`config.mk`:
```
export PLATFORM = sky130hd
export DESIGN_NAME = aaru_isqrt
export DESIGN_NICKNAME = d
export VERILOG_FILES = /design/src/rtl/aaru_pkg.sv /design/src/rtl/aaru_isqrt.sv
export SDC_FILE = /design/constraint.sdc
export NUM_CORES = 2
export LEC_CHECK = 0
export BUFFER_PORTS_ARGS = -buffer_cell sky130_fd_sc_hd__buf_2
export CAP_MARGIN = 10
export CORE_ASPECT_RATIO = 1.75
export CORE_MARGIN = 4
export CORE_UTILIZATION = 50
export DETAILED_ROUTE_END_ITERATION = 10
export GPL_TIMING_DRIVEN = 0
export MAX_ROUTING_LAYER = met4
export PLACE_DENSITY = 0.65
export SLEW_MARGIN = 20
export SYNTH_ARGS = -nofsm -noshare
export SYNTH_HDL_FRONTEND = slang
export SYNTH_SLANG_ARGS = --single-unit
```
`constraint.sdc`:
```
create_clock -name clk -period 5 [get_ports clk]
set_input_delay 0.25 -clock clk [delete_from_list [all_inputs] [get_ports clk]]
set_output_delay 0.25 -clock clk [all_outputs]
set_load 0.01 [all_outputs]
```
`src/rtl/aaru_pkg.sv`:
```
// shared types and constants for the axis-angle rotation update block
// no dependencies; imported by every module of the block

package aaru_pkg;

	// signed Q2.30 / Q16.16 field word
	typedef logic signed [31:0] q30_t;
	// cordic datapath word
	typedef logic signed [33:0] cw_t;

	localparam logic [31:0] TIME_STEP_RST = 32'd1092;

	// angle constants, Q32.32
	localparam logic [34:0]        TWO_PI_Q32  = 35'd26986075409;
	localparam logic signed [36:0] TWO_PI_S    = 37'sd26986075409;
	localparam logic signed [36:0] PI_Q32      = 37'sd13493037705;
	localparam logic signed [36:0] HALF_PI_Q32 = 37'sd6746518852;

	// cordic start value (inverse gain) and unity, Q2.30
	localparam cw_t                CORDIC_GAIN = 34'sd652032874;
	localparam logic signed [35:0] ONE_Q30     = 36'sd1073741824;

	// arctan(2^-i) in Q2.30
	localparam logic [31:0] ATAN_Q30 [32] = '{
		32'd843314856, 32'd497837829, 32'd263043836, 32'd133525158,
		32'd67021686, 32'd33543515, 32'd16775850, 32'd8388437,
		32'd4194282, 32'd2097149, 32'd1048576, 32'd524288,
		32'd262144, 32'd131072, 32'd65536, 32'd32768,
		32'd16384, 32'd8192, 32'd4096, 32'd2048,
		32'd1024, 32'd512, 32'd256, 32'd128,
		32'd64, 32'd32, 32'd16, 32'd8,
		32'd4, 32'd2, 32'd1, 32'd0
	};

endpackage

```
`src/rtl/aaru_isqrt.sv`:
```
// pipelined floor square root of a 64 bit value, one result bit per stage
// depends on aaru_pkg

module aaru_isqrt (
	input  logic        clk,
	input  logic        en,
	input  logic [63:0] op,
	output logic [31:0] root
);
	import aaru_pkg::*;

	localparam int STEPS = 32;

	logic [63:0] op_q  [STEPS];
	logic [63:0] res_q [STEPS];
	logic [63:0] op_c  [STEPS];
	logic [63:0] res_c [STEPS];
	logic [63:0] op_nx [STEPS];
	logic [63:0] res_nx[STEPS];

	// stage inputs: first stage from the port, the rest from the previous stage
	always_comb begin
		op_c[0]  = op;
		res_c[0] = '0;
		for (int n = 1; n < STEPS; n++) begin
			op_c[n]  = op_q[n-1];
			res_c[n] = res_q[n-1];
		end
	end

	// one restoring step per stage
	always_comb begin
		logic [63:0] bitv;
		for (int n = 0; n < STEPS; n++) begin
			bitv = 64'd1 << (62 - 2 * n);
			if (op_c[n] >= res_c[n] + bitv) begin
				op_nx[n]  = op_c[n] - (res_c[n] + bitv);
				res_nx[n] = (res_c[n] >> 1) + bitv;
			end else begin
				op_nx[n]  = op_c[n];
				res_nx[n] = res_c[n] >> 1;
			end
		end
	end

	always_ff @(posedge clk) begin
		if (en) begin
			for (int n = 0; n < STEPS; n++) begin
				op_q[n]  <= op_nx[n];
				res_q[n] <= res_nx[n];
			end
		end
	end

	assign root = res_q[STEPS-1][31:0];

endmodule

```
==> flow_metrics.tcl <==
set metrics [dict create \
    dpl.hpwl_um 264600 \
    reg2reg_depth 12 \
    grt_max_degree 158 \
    regArea_um2 75430 \
    rrSetupSlack_ns -0.17 \
    clock-sinks 2512 \
    min_period_ns 5.173 \
    r2r-end "op_q[1][614]" \
    routed_via_density 5.852 \
    setup.worst_path.start_class "flip-flop" \
    final_core_util_pct 56.27 \
    comb_power_share_pct 23.5 \
    multi_input_area_um2 41570 \
    worstSetupPathType "reg2reg" \
    p_int_w 0.04209 \
    failed_checks "negative setup slack" \
    drcViolationCount 0 \
    initial_utilization_pct 50.31 \
    syn_to_final_growth_pct 11.83 \
    period_share_pct 103.5 \
    max_cap_violations 0 \
    critPathMaxFanout 10 \
    nets 10610 \
    vdd_drop_max_v 0.0005193 \
    syn_avg_cell_area_um2 12.63 \
    arrival_ns 5.71 \
    yosys-top-cells-area "edfxtp_1 (63%), ha_1 (5.8%), xnor2_1 (3.5%)" \
    synth-async-reset-ratio_pct 0 \
    dieArea_um2 248100 \
    synthFlopType "edfxtp_1" \
    dieWidth_um 378.3 \
    p_leak_nw 50.16 \
    hold_viol 0 \
    worstSetupEndpoint "op_q[1][614]" \
    syn_nets 10121 \
    syn_area_um2 120000 \
    clockBufferDepth 4 \
    holdCritPathClass "in2reg" \
    overflow 0 \
    slew_viol_final 0 \
    critPathLaunch "res_q[1][526]" \
    drive_above_1_share_pct 7.359 \
    cellPowerDensity_nw_per_um2 452.4 \
    track_usage_pct 27.69 \
    grt_pass1_vias 82677 \
    place.gp.congestion 1.123 \
    cts.clk_slew.worst_paths_ns 0.07 \
    clk_latency_ns 0.92 \
    rr_startpoint "res_q[1][526]" \
    port_buffers 97 \
    wl_um 339400 \
    swShare_pct 30.64 \
    cts_made_buffers 230 \
    setup_slack_ns -0.1733 \
    yosysSeqAreaShare_pct 62.88 \
    slew_headroom_pct 17.41 \
    grt_antenna_before_repair 11 \
    cts_root_buf "clkbuf_16" \
    synth_top_area_share_pct 62.88 \
    min_from "op[43]" \
    endpoint_kind "flip-flop" \
    max_freq_mhz 193.3 \
    tightest_slew_ns 1.239 \
    drt_pass1_iterations 5 \
    wl_per_cell_um 25.52 \
    drt_iter0_drc 4312 \
    h-tree-depth 4 \
    p_seq_share_pct 47.4 \
    status "finished, violations left" \
    die_height_um 656.0 \
    synth_commonest_cells "edfxtp_1 (2512), inv_1 (696), nor2_1 (641)" \
    yosysUniqueCellTypes 81 \
    setup_viol 19 \
    holdWs_ns 0.08661 \
    pwr-share-clk_pct 29.1 \
    worstPathRequired_ns 5.53 \
    ys_warn_count 0 \
    yosysMostFrequentCell "edfxtp_1" \
    n_fill_cell 18925 \
    syn_inst 9497 \
    grt_pass1_wl_um 490200 \
    synth_edf_count 2512 \
    num_io_pins 98 \
    vias 77809 \
    num_rows 237 \
    final_antenna_net_count 0 \
    power_switching_w 0.01859 \
    finalPower_w 0.06068 \
    cts_tree "yes" \
    fin_skew_ns 0.08418 \
    core_um2 238400 \
    synth_top_area_cell "edfxtp_1" \
    yosys_register_bits 2512 \
]
power groups by stage:
stage / Combinational (W) / Clock, W / Sequential [W]
2_1_floorplan: 0.00955 / 0 / 0.0283
3_3_place_gp: 0.0136 / 0 / 0.0307
3_5_place_dp: 0.0139 / 0 / 0.0291
4_1_cts: 0.0141 / 0.0180 / 0.0287
5_1_grt: 0.0155 / 0.0188 / 0.0289
6_report: 0.0143 / 0.0177 / 0.0287
worst min-delay path by stage:
| stage | endpoint | slack (ns) | cells past startpoint |
|---|---|---|---|
| 2_1_floorplan | op_q[0][0] | 0.35 | 0 |
| 3_3_place_gp | op_q[1][338] | 0.42 | 0 |
| 3_5_place_dp | op_q[1][213] | 0.43 | 0 |
| 4_1_cts | op_q[0][35] | 0.0005 | 2 |
| 5_1_grt | op_q[0][13] | 0.06 | 2 |
| 6_report | op_q[0][43] | 0.09 | 2 |
per-layer routing:
layer  track usage, %  up-vias  wire length, µm  part of all wire (%)
met5                -        -                0                     0
met4            24.87        0            37690                    11
met3            2.963     1189             9196                   2.7
met2            58.45     2031           207800                    61
met1            17.67    38102            84700                    25
li1                 -    36487                -                     -
area by class of cell:
class | instances | share of cell area (%)
flip-flops and latches | 2512 | 56.23
multi-input cells | 6098 | 30.99
clock buffers | 267 | 4.457
well taps | 3107 | 2.898
inverters | 697 | 1.950
repair buffers | 262 | 1.795
clock inverters | 144 | 1.046
plain buffers | 185 | 0.5848
diodes | 25 | 0.04664
kinds of logic after synthesis:
kind of cell / after synthesis / share of synthesized area (%)
and+or+nand+nor: 2749 / 11.81
DFF: 2512 / 62.88
AOI/OAI and AO/OA: 1800 / 9.254
xor gates and xnor gates: 889 / 6.491
buffers and inverters: 887 / 2.798
adders and majority gates: 558 / 5.820
muxes: 102 / 0.9481
state kept, by name (all words and copies together), names as in the netlist:
| register | flops |
|---|---|
| op_q | 1984 |
| res_q | 528 |
stage by stage:
step	setup slack [ns]	instances	TNS, ns	cell area (µm²)
floorplan	1.187	9497	0	120000
global placement	-35.71	12701	-	124300
detailed placement	-1.879	12742	-185.68	125200
CTS	-0.02296	13269	-0.02296	134000
global route	-0.02908	13296	-0.03243	134100
finish	-0.1733	13297	-1.838	134100
what timing repair did:
item	4_1_cts	5_1_grt
endpoints found under the setup margin	403	85
buffers inserted	3	3
pin swaps	9	8
hold buffers	118	0
gates resized for setup	57	18
hold endpoints to repair	115	0
layout by cell type (no fill, tap or decap), types with 42 or more instances in the layout:
cell           count
o21ai_0          431
clkinv_1          45
nor4_1           319
xor2_1           406
o21a_1            98
or2_2             45
nand4_1          158
edfxtp_1        2512
nor4b_1           43
a211oi_1          46
a31oi_1           47
or3_1            117
nand3_1          139
nand2b_1         104
xnor2_1          483
nand2_1          572
a21oi_1          603
mux2_2            93
clkbuf_1         177
clkinv_2          42
o21bai_1          59
buf_2            104
clkbuf_16        234
or4_1             61
nor2_1           639
inv_1            696
dlygate4sd3_1    118
ha_1             558
nor2b_1           81
a21o_1           238
nor3_1           241
worst max-delay path, cell delays in order (launching register included):
cell      delay [ns]
edfxtp_1        0.60
inv_1           0.11
ha_1            0.36
nor2b_1         0.16
o21ai_0         0.43
a21oi_4         0.18
o21ai_0         0.68
a21oi_2         0.25
o21ai_2         0.73
inv_2           0.40
clkbuf_1        0.55
nor2_1          0.26
a21oi_1         0.08
Power figures use the tool's default switching activity.
